===== src/rtl/core/aidc_pkg.sv =====
// Shared types, constants and helpers for the accessory ID ADC classifier.
package aidc_pkg;

  localparam int SAMPLE_BITS = 12;
  localparam int RUN_BITS    = 4;
  localparam int CFG_IDX_BITS  = 3;
  localparam int CFG_DATA_BITS = SAMPLE_BITS;

  typedef logic [SAMPLE_BITS-1:0] sample_mv_t;

  localparam sample_mv_t MV_NEAR_ZERO = sample_mv_t'(100);
  localparam sample_mv_t MHL_WIN_LO   = sample_mv_t'(776);
  localparam sample_mv_t MHL_WIN_HI   = sample_mv_t'(1020);
  localparam sample_mv_t HEADSET_LO   = sample_mv_t'(370);
  localparam sample_mv_t HEADSET_HI   = sample_mv_t'(440);
  localparam sample_mv_t DESK_LO      = sample_mv_t'(550);
  localparam sample_mv_t DESK_HI      = sample_mv_t'(900);

  localparam logic [RUN_BITS-1:0]    SETTLE_RESET   = RUN_BITS'(3);
  localparam sample_mv_t             CAR_LOW_RESET  = sample_mv_t'(150);
  localparam sample_mv_t             CAR_HIGH_RESET = sample_mv_t'(235);

  typedef enum logic [CFG_IDX_BITS-1:0] {
    CFG_SETTLE_COUNT  = 3'd0,
    CFG_ADC_DETECT_EN = 3'd1,
    CFG_MHL_OVERRIDE  = 3'd2,
    CFG_MHL_SUPPORTED = 3'd3,
    CFG_HOST_SUPPORTED = 3'd4,
    CFG_CAR_WIN_LOW   = 3'd5,
    CFG_CAR_WIN_HIGH  = 3'd6
  } cfg_idx_t;

  typedef enum logic [2:0] {
    ACC_UNDOCKED = 3'd0,
    ACC_DESK     = 3'd1,
    ACC_CAR      = 3'd2,
    ACC_HEADSET  = 3'd3,
    ACC_MHL      = 3'd4,
    ACC_HOST     = 3'd5,
    ACC_UNDEF    = 3'd6
  } accessory_t;

  typedef enum logic [1:0] {
    LINE_USB   = 2'd0,
    LINE_AUDIO = 2'd1,
    LINE_MHL   = 2'd2
  } path_t;

  typedef enum logic [1:0] {
    HOST_NONE = 2'd0,
    HOST_ON   = 2'd1,
    HOST_OFF  = 2'd2
  } host_t;

  typedef struct packed {
    logic [RUN_BITS-1:0] settle_count;
    logic                adc_detect_enable;
    logic                mhl_override;
    logic                mhl_supported;
    logic                host_supported;
    sample_mv_t          car_window_low;
    sample_mv_t          car_window_high;
  } cfg_t;

  typedef struct packed {
    logic       id_pin;
    logic       redetect;
    logic       adc_valid;
    sample_mv_t adc_mv;
    logic       mhl_adc_valid;
    sample_mv_t mhl_adc_mv;
  } sample_t;

  typedef struct packed {
    logic       settled;
    accessory_t accessory;
    logic       path_write;
    path_t      path_select;
    host_t      host_mode_change;
    logic       irq_rearm;
    logic       irq_active_high;
  } result_t;

  typedef struct packed {
    accessory_t accessory;
    logic       restore_usb;
    logic       host_off;
  } removal_t;

  // Removal rules: headset restores the usb path, host drops host mode,
  // mhl is sticky, everything else just clears.
  function automatic removal_t remove_acc(accessory_t cur);
    removal_t r;
    r.accessory   = ACC_UNDOCKED;
    r.restore_usb = 1'b0;
    r.host_off    = 1'b0;
    unique case (cur)
      ACC_HEADSET: r.restore_usb = 1'b1;
      ACC_HOST:    r.host_off = 1'b1;
      ACC_MHL:     r.accessory = ACC_MHL;
      default:     r.accessory = ACC_UNDOCKED;
    endcase
    return r;
  endfunction

endpackage


===== src/rtl/core/aidc_classify.sv =====
// Voltage window sort of one detection sample into an accessory class.
module aidc_classify import aidc_pkg::*; (
  input  sample_t    sample,
  input  cfg_t       cfg,
  output accessory_t cls
);

  logic in_mhl_win;

  assign in_mhl_win = sample.mhl_adc_valid && (sample.mhl_adc_mv >= MHL_WIN_LO) &&
                      (sample.mhl_adc_mv <= MHL_WIN_HI);

  always_comb begin
    if (sample.id_pin && !sample.redetect) begin
      cls = ACC_UNDOCKED;
    end else if (!sample.adc_valid) begin
      cls = ACC_UNDEF;
    end else if (sample.adc_mv < MV_NEAR_ZERO) begin
      if (cfg.mhl_override || in_mhl_win) begin
        cls = cfg.mhl_supported ? ACC_MHL : ACC_UNDEF;
      end else begin
        cls = cfg.host_supported ? ACC_HOST : ACC_UNDEF;
      end
    end else if (sample.adc_mv > cfg.car_window_low &&
                 sample.adc_mv < cfg.car_window_high) begin
      cls = ACC_CAR;
    end else if (sample.adc_mv > HEADSET_LO && sample.adc_mv < HEADSET_HI) begin
      cls = ACC_HEADSET;
    end else if (sample.adc_mv > DESK_LO && sample.adc_mv < DESK_HI) begin
      cls = ACC_DESK;
    end else begin
      cls = ACC_UNDEF;
    end
  end

endmodule


===== src/rtl/core/aidc_tracker.sv =====
// Debounce counter and stored accessory state with insert/removal rules.
module aidc_tracker import aidc_pkg::*; (
  input  logic       clk,
  input  logic       rst,
  input  logic       step,
  input  cfg_t       cfg,
  input  accessory_t cls,
  input  logic       id_pin,
  output result_t    result
);

  accessory_t          previous_class;
  logic [RUN_BITS-1:0] stable_run;
  accessory_t          current_accessory;
  path_t               last_path;

  logic [RUN_BITS-1:0] run_base;
  logic [RUN_BITS-1:0] stable_run_next;
  logic                settle_ok;
  accessory_t          cls_eff;
  accessory_t          accessory_next;
  path_t               last_path_next;
  logic                path_wr;
  host_t               host_chg;
  removal_t            rem;

  always_comb begin
    run_base        = (stable_run >= cfg.settle_count) ? '0 : stable_run;
    stable_run_next = (cls == previous_class) ? run_base + RUN_BITS'(1) : '0;
    settle_ok       = cfg.adc_detect_enable ? (stable_run_next >= cfg.settle_count) : 1'b1;
    cls_eff         = cfg.adc_detect_enable ? cls : ACC_UNDOCKED;
  end

  always_comb begin
    accessory_next = current_accessory;
    last_path_next = last_path;
    path_wr        = 1'b0;
    host_chg       = HOST_NONE;
    rem            = remove_acc(current_accessory);
    if (settle_ok) begin
      // stale accessory goes first, or undocked removes it
      if (cls_eff == ACC_UNDOCKED || current_accessory != ACC_UNDOCKED) begin
        accessory_next = rem.accessory;
        if (rem.restore_usb) begin
          last_path_next = LINE_USB;
          path_wr        = 1'b1;
        end
        if (rem.host_off) begin
          host_chg = HOST_OFF;
        end
      end
      if (cls_eff != ACC_UNDOCKED) begin
        accessory_next = cls_eff;
      end
      unique case (cls_eff)
        ACC_HEADSET: begin
          last_path_next = LINE_AUDIO;
          path_wr        = 1'b1;
        end
        ACC_MHL: begin
          last_path_next = LINE_MHL;
          path_wr        = 1'b1;
        end
        ACC_HOST: host_chg = HOST_ON;
        default: ;
      endcase
    end
  end

  always_comb begin
    result.settled          = settle_ok;
    result.accessory        = accessory_next;
    result.path_write       = path_wr;
    result.path_select      = last_path_next;
    result.host_mode_change = host_chg;
    result.irq_rearm        = settle_ok && (accessory_next != ACC_MHL);
    result.irq_active_high  = settle_ok && (accessory_next != ACC_MHL) &&
                              ((accessory_next != ACC_UNDOCKED) || !id_pin);
  end

  always_ff @(posedge clk) begin
    if (rst) begin
      previous_class    <= ACC_UNDOCKED;
      stable_run        <= '0;
      current_accessory <= ACC_UNDOCKED;
      last_path         <= LINE_USB;
    end else if (step) begin
      if (cfg.adc_detect_enable) begin
        previous_class <= cls;
        stable_run     <= stable_run_next;
      end
      current_accessory <= accessory_next;
      last_path         <= last_path_next;
    end
  end

endmodule


===== src/rtl/core/accessory_id_adc_classifier.sv =====
// Top level of the accessory ID ADC classifier: registers, handshakes and checks.
//
//   channel  | handshake                 | payload
//   ---------+---------------------------+---------------------------------------------
//   in       | in_valid / in_ready       | id_pin redetect adc_valid adc_mv mhl_adc_*
//   out      | out_valid / out_ready     | settled accessory path_* host_mode_change irq_*
//   cfg      | cfg_write (no wait)       | cfg_index cfg_data
//
// One transaction per cycle unless out stalls; input and result are both registered.
// The input register feeds the classifier and state update in one pass into the
// result register. Stalls on out hold the result; in stays ready while the input
// register can move on. Reset is synchronous and restores the register defaults.
module accessory_id_adc_classifier import aidc_pkg::*; (
  input  logic                     clk,
  input  logic                     rst,
  input  logic                     cfg_write,
  input  logic [CFG_IDX_BITS-1:0]  cfg_index,
  input  logic [CFG_DATA_BITS-1:0] cfg_data,
  input  logic                     in_valid,
  output logic                     in_ready,
  input  logic                     id_pin,
  input  logic                     redetect,
  input  logic                     adc_valid,
  input  logic [SAMPLE_BITS-1:0]   adc_mv,
  input  logic                     mhl_adc_valid,
  input  logic [SAMPLE_BITS-1:0]   mhl_adc_mv,
  output logic                     out_valid,
  input  logic                     out_ready,
  output logic                     settled,
  output logic [2:0]               accessory,
  output logic                     path_write,
  output logic [1:0]               path_select,
  output logic [1:0]               host_mode_change,
  output logic                     irq_rearm,
  output logic                     irq_active_high
);

  cfg_t       cfg;
  sample_t    sample;
  logic       sample_valid;
  logic       advance;
  accessory_t cls;
  result_t    result_next;
  result_t    result;

  assign advance  = sample_valid && (!out_valid || out_ready);
  assign in_ready = !sample_valid || advance;

  always_ff @(posedge clk) begin
    if (rst) begin
      cfg.settle_count      <= SETTLE_RESET;
      cfg.adc_detect_enable <= 1'b1;
      cfg.mhl_override      <= 1'b0;
      cfg.mhl_supported     <= 1'b1;
      cfg.host_supported    <= 1'b1;
      cfg.car_window_low    <= CAR_LOW_RESET;
      cfg.car_window_high   <= CAR_HIGH_RESET;
    end else if (cfg_write) begin
      unique case (cfg_idx_t'(cfg_index))
        CFG_SETTLE_COUNT:   cfg.settle_count      <= cfg_data[RUN_BITS-1:0];
        CFG_ADC_DETECT_EN:  cfg.adc_detect_enable <= cfg_data[0];
        CFG_MHL_OVERRIDE:   cfg.mhl_override      <= cfg_data[0];
        CFG_MHL_SUPPORTED:  cfg.mhl_supported     <= cfg_data[0];
        CFG_HOST_SUPPORTED: cfg.host_supported    <= cfg_data[0];
        CFG_CAR_WIN_LOW:    cfg.car_window_low    <= cfg_data[SAMPLE_BITS-1:0];
        CFG_CAR_WIN_HIGH:   cfg.car_window_high   <= cfg_data[SAMPLE_BITS-1:0];
        default: ;
      endcase
    end
  end

  always_ff @(posedge clk) begin
    if (rst) begin
      sample_valid <= 1'b0;
    end else if (in_valid && in_ready) begin
      sample_valid <= 1'b1;
    end else if (advance) begin
      sample_valid <= 1'b0;
    end
    if (in_valid && in_ready) begin
      sample.id_pin        <= id_pin;
      sample.redetect      <= redetect;
      sample.adc_valid     <= adc_valid;
      sample.adc_mv        <= adc_mv;
      sample.mhl_adc_valid <= mhl_adc_valid;
      sample.mhl_adc_mv    <= mhl_adc_mv;
    end
  end

  aidc_classify u_classify (
    .sample (sample),
    .cfg    (cfg),
    .cls    (cls)
  );

  aidc_tracker u_tracker (
    .clk    (clk),
    .rst    (rst),
    .step   (advance),
    .cfg    (cfg),
    .cls    (cls),
    .id_pin (sample.id_pin),
    .result (result_next)
  );

  always_ff @(posedge clk) begin
    if (rst) begin
      out_valid <= 1'b0;
    end else if (advance) begin
      out_valid <= 1'b1;
    end else if (out_ready) begin
      out_valid <= 1'b0;
    end
    if (advance) begin
      result <= result_next;
    end
  end

  assign settled          = result.settled;
  assign accessory        = result.accessory;
  assign path_write       = result.path_write;
  assign path_select      = result.path_select;
  assign host_mode_change = result.host_mode_change;
  assign irq_rearm        = result.irq_rearm;
  assign irq_active_high  = result.irq_active_high;

  a_unsettled_quiet: assert property (@(posedge clk) disable iff (rst)
    out_valid && !settled |-> !path_write && host_mode_change == HOST_NONE && !irq_rearm)
    else $error("unsettled transaction carries side effects");

  a_rearm_vs_mhl: assert property (@(posedge clk) disable iff (rst)
    out_valid && settled |-> irq_rearm == (accessory != ACC_MHL))
    else $error("interrupt rearm disagrees with stored accessory");

  a_mhl_path: assert property (@(posedge clk) disable iff (rst)
    out_valid && accessory == ACC_MHL |-> path_select == LINE_MHL)
    else $error("mhl stored without mhl path");

  a_adv_loads_out: assert property (@(posedge clk) disable iff (rst)
    advance |=> out_valid)
    else $error("result register not loaded after advance");

endmodule


===== config.mk =====
export PLATFORM = sky130hd
export DESIGN_NAME = accessory_id_adc_classifier
export DESIGN_NICKNAME = d
export VERILOG_FILES = /design/src/rtl/core/aidc_pkg.sv /design/src/rtl/core/aidc_classify.sv /design/src/rtl/core/aidc_tracker.sv /design/src/rtl/core/accessory_id_adc_classifier.sv
export SDC_FILE = /design/constraint.sdc
export NUM_CORES = 1
export LEC_CHECK = 0
export BUFFER_PORTS_ARGS = -buffer_cell sky130_fd_sc_hd__buf_2
export CORE_ASPECT_RATIO = 1.25
export CORE_MARGIN = 4
export CORE_UTILIZATION = 45
export CTS_BUF_LIST = sky130_fd_sc_hd__clkbuf_16
export DETAILED_ROUTE_END_ITERATION = 16
export PLACE_DENSITY = 0.73
export SLEW_MARGIN = 40
export SYNTH_ARGS = -nofsm -noshare
export SYNTH_HDL_FRONTEND = slang
export SYNTH_SLANG_ARGS = --single-unit

===== constraint.sdc =====
create_clock -name clk -period 5.12 [get_ports clk]
set_input_delay 0.256 -clock clk [delete_from_list [all_inputs] [get_ports clk]]
set_output_delay 0.256 -clock clk [all_outputs]
set_load 0.05 [all_outputs]

# Word-level counts from Yosys, hierarchy flattened
# Index checks and enable logic that the tools add are counted.
[classes]
add_sub_neg = 1
mul = 0
div_mod_pow = 0
magnitude_cmp = 11
eq_ne = 14
shifts = 0
mux = 33
bitwise_logic = 2
n_reduce_logical = 36
[ops]
columns = ["cell", "n"]
rows = [
  ["$mux 3", 12],
  ["$eq 3x3->1 const B", 7],
  ["$reduce_and 2->1", 8],
  ["$eq 3x2->1 const B", 4],
  ["$ge 12x10->1 const B", 1],
  ["$gt 12x10->1 const B", 1],
  ["$gt 12x12->1", 1],
  ["$gt 12x9->1 const B", 1],
  ["$le 12x10->1 const B", 1],
  ["$lt 12x10->1 const B", 1],
  ["$lt 12x12->1", 1],
  ["$lt 12x7->1 const B", 1],
  ["$lt 12x9->1 const B", 1],
  ["$mux 1", 12],
  ["$mux 2", 6],
  ["$logic_and 1x1->1", 10],
  ["$reduce_bool 3->1", 3],
  ["$ge 4x4->1", 2],
  ["$mux 4", 2],
  ["$logic_not 3->1", 2],
  ["$logic_or 1x1->1", 5],
  ["$add 4x1->4 const B", 1],
  ["$logic_not 1->1", 4],
  ["$pmux 2 s2", 1],
  ["7 further kinds", 9],
]
[word_totals]
regBits = 85
latch_bits = 0
mem_bits_rw = 0
romBits = 0
output_inout_bits = 13
elab_cells = 124
mem_count = 0

# Longest topological paths before layout
[depth]
ltp_word = 17
depth_mapped = 22
ltp_nobuf = 22

# Modules after synthesis
# From an unflattened synthesis, not the netlist that was laid out.
[hier_totals]
hier_cells = 435
hier_area_um2 = 4443.0
[by_module_without_submodules]
columns = ["module", "n_inst", "cells_per_inst", "area_per_inst_um2", "seq_area_each_um2"]
rows = [
  ["accessory_id_adc_classifier", 1, 182, 2600.0, 1851.8],
  ["aidc_tracker", 1, 130, 1027.2, 240.2],
  ["aidc_classify", 1, 123, 815.8, 0.0],
]

# Worst setup path after synthesis
# OpenSTA, ideal clock, no wires.
[synth_timing]
kind = "register to register"
start = "register, netlist name sample[14]"
end = "register u_tracker.last_path[1]"
arrival_ps = 4391
t_required_ps = 5022
slack_ps = 631
path_stages_with_launch = 22
period_less_slack_ps = 4489
cell_sequence = "edfxtp_1 -> ha_1 -> nor2b_1 -> o211ai_1 -> a21boi_1 -> a2111oi_2 -> o22ai_1 -> a21oi_1 -> xnor2_1 -> nand3_4 -> or2_1 -> ha_1 -> nand2b_1 -> a21oi_1 -> nor2b_1 -> o21ai_0 -> and3b_1 -> inv_2 -> and2_1 -> and4b_1 -> or4_1 -> o311ai_1"
[synth_rtl]
columns = ["element", "line_no", "rtl"]
rows = [
  ["end signal, assigned", "aidc_tracker.sv:93", "last_path <= last_path_next;"],
  ["end, declared", "aidc_tracker.sv:15", "path_t last_path;"],
]

==> flow_metrics.env <==
export IMPL_async_reset_ff_share_pct=0
export IMPL_final_cells=613
export IMPL_syn_instance_count=418
export IMPL_io_pins=61
export IMPL_hold_viol_final=0
export IMPL_startpoint_type="flip-flop"
export IMPL_num_antenna_cells=0
export IMPL_cts_buffers=9
export IMPL_drcViolationCount=0
export IMPL_synth_seq_area_share_pct=49.18
export IMPL_crit_slowest_cell="edfxtp_1"
export IMPL_yosys_warnings=0
export IMPL_routedWlPerCell_um=14.85
export IMPL_dp_hpwl_um=6624
export IMPL_routabilityCongestion=0.8720
export IMPL_min_period_over_period_pct=94.19
export IMPL_die_h_um=116.7
export IMPL_max_stage_delay_ns=0.44
export IMPL_cp_common_cell="ha_1"
export IMPL_synth_edf_count=39
export IMPL_coreArea_um2=9174
export IMPL_drt_iter0_drc=157
export IMPL_grt_overflow=0
export IMPL_maxSlewViolCount=0
export IMPL_worst_setup_path_end_kind="flip-flop"
export IMPL_grt_pass1_vias=3146
export IMPL_viasPerCell=5.347
export IMPL_syn_num_nets=498
export IMPL_fin_util_pct=55.18
export IMPL_ys_ff_latch=85
export IMPL_path_clk_slew_ns=0.07
export IMPL_hold_class="in2reg"
export IMPL_grt_pass1_wl_um=14550
export IMPL_finalClockSkew_ns=0.003444
export IMPL_hp_start="adc_mv[6]"
export IMPL_antenna_found_initial=0
export IMPL_crit_buf_inv=2
export IMPL_area_delta_synth_final_pct=19.00
export IMPL_drive_gt1_share_pct=21.22
export IMPL_power_leakage_nw=2.053
export IMPL_cp_required_ns=5.37
export IMPL_tns_ns=0
export IMPL_setup_worst_path_start="sample[18]"
export IMPL_holdBufCountCts=0
export IMPL_synth_cell_type_count=59
export IMPL_initial_core_util_pct=46.37
export IMPL_p_per_area_nw_per_um2=313.8
export IMPL_design_area_um2=5062
export IMPL_ir_worst_vdd_mv=0.1684
export IMPL_grt_usage_pct=17.01
export IMPL_cts_num_sinks=85
export IMPL_vias=3278
export IMPL_max_freq_ghz=0.2074
export IMPL_finalWorstSetupSlack_ns=0.2974
export IMPL_r2r_start="sample[18]"
export IMPL_preCtsSetupSlack_ns=0.1249
export IMPL_worstMarginPinSlew_ns=0.7304
export IMPL_die_area_um2=11080
export IMPL_htree_levels=3
export IMPL_power_mw=1.588
export IMPL_nNetsFinal=565
export IMPL_clkLatencyLatePin_ns=0.34
export IMPL_cp_max_fo=8
export IMPL_dieWidth_um=94.97
export IMPL_status="finished clean"
export IMPL_hold_slack_ns=0.09059
export IMPL_cts_tree="yes"
export IMPL_cts_root_buf="clkbuf_16"
export IMPL_min_period_ns=4.823
export IMPL_drt_total_wl_um=9103
export IMPL_placed_cell_area_um2=4690
export IMPL_cts_buffer_depth=2
export IMPL_avgSynthCellArea_um2=10.18
export IMPL_setup_viol=0
export IMPL_crit_family="simple AND/OR/NAND/NOR gates"
export IMPL_relSlewSlack_pct=50.93
export IMPL_antenna_left=0
export IMPL_dp_cells=593
export IMPL_synth_ff_type="dfxtp_1"
export IMPL_crit_type="reg2reg"
export IMPL_grt_max_degree=35
export IMPL_port_buffers=60
export IMPL_crit_chain="buf_4 -> ha_1 -> nand4_1 -> nor2_1 -> a21boi_1 -> a2111oi_4 -> o22ai_1 -> a21oi_2 -> xnor2_2 -> nand3_4 -> or2_1 -> ha_1 -> nand2b_1 -> a21oi_1 -> nor2b_1 -> o21ai_0 -> and3b_2 -> inv_2 -> and2_1 -> and4b_1 -> or4_1 -> o311ai_1"
export IMPL_row_count=39
export IMPL_worstPathArrival_ns=5.07
export IMPL_synth_area_um2=4254
export IMPL_drt_first_pass_iters=4
export IMPL_maxCapViolCount=0
==> cells in the mapped netlist, types with 3 or more instances <==
cell	instances	area (µm²)
nand2_1	52	195.2
o211ai_1	14	105.1
nor3_1	6	30.03
nand3_1	9	45.04
mux2i_1	15	150.1
ha_1	32	400.4
o21ai_1	3	15.01
edfxtp_1	39	1171
dfxtp_1	46	920.9
nand2b_1	8	50.05
a21o_1	5	37.54
nor2b_1	9	56.30
nor2_1	36	135.1
and3_1	3	18.77
nand4_1	8	50.05
inv_1	34	127.6
and2_1	6	37.54
a211oi_1	5	37.54
a21oi_1	22	110.1
o21ai_0	8	40.04
clkbuf_1	10	37.54
==> final timing paths <==
check	slack [ns]	endpoint	cells after the start
setup / recovery	0.30	u_tracker.last_path[1]	22
hold / removal	0.09	sample[19]	1
setup reg to reg	0.30	u_tracker.last_path[1]	22
hold reg to reg	0.46	cfg[22]	2
==> sequential cells by signal (all words and copies together), names as in the netlist <==
| name | count |
|---|---|
| cfg | 32 |
| sample | 28 |
| u_tracker.stable_run | 4 |
| accessory | 3 |
| u_tracker.current_accessory | 3 |
| u_tracker.previous_class | 3 |
| host_mode_change | 2 |
| path_select | 2 |
| u_tracker.last_path | 2 |
| irq_active_high | 1 |
| irq_rearm | 1 |
| out_valid | 1 |
| path_write | 1 |
| sample_valid | 1 |
| settled | 1 |
==> power by group <==
group	leakage, nW	internal (mW)	switching, mW
clock network	0.145	0.386	0.282
registers	0.754	0.739	0.0172
logic	1.15	0.0640	0.101
total	2.05	1.19	0.400
==> layer usage <==
layer | wire length, µm | vias to the layer above | share of wire (%) | track usage [%]
met5 | 0 | - | 0 | 0
met4 | 160 | 0 | 1.8 | 5.679
met3 | 400 | 18 | 4.4 | 3.286
met2 | 4902 | 86 | 54 | 31.89
met1 | 3639 | 1533 | 40 | 19.08
li1 | - | 1641 | - | -
==> layout by cell type, fill, tap and decap left out, drive strengths merged, types with 6 or more instances in the layout <==
cell type / n
a21oi: 22
and2: 6
buf: 66
clkbuf: 9
dfxtp: 46
edfxtp: 39
ha: 32
inv: 38
mux2i: 15
nand2: 52
nand2b: 8
nand3: 10
nand4: 8
nor2: 36
nor2b: 9
nor3: 6
o211ai: 15
o21ai: 11
==> logic make-up after synthesis <==
family | synth area share (%)
xor+xnor | 1.853
mux | 3.529
fa+ha+maj | 9.412
buf+inv | 4.059
simple gates | 17.85
flops | 49.18
compound gates | 14.12
==> cell type report <==
type | instances | area [µm²]
fill | 824 | 4111
sequential | 85 | 2092
inverter | 36 | 135.1
clock inverter | 7 | 82.58
tap | 123 | 153.9
clock buffer | 9 | 225.2
timing repair buffer | 66 | 345.3
multi-input combinational | 287 | 2028
==> what timing repair did <==
| action | 4_1_cts | 5_1_grt |
|---|---|---|
| gates resized for setup | 0 | 6 |
| setup endpoints to repair | 0 | 6 |
| setup buffers | 0 | 4 |
No activity file was read; power rests on OpenSTA's default activity.
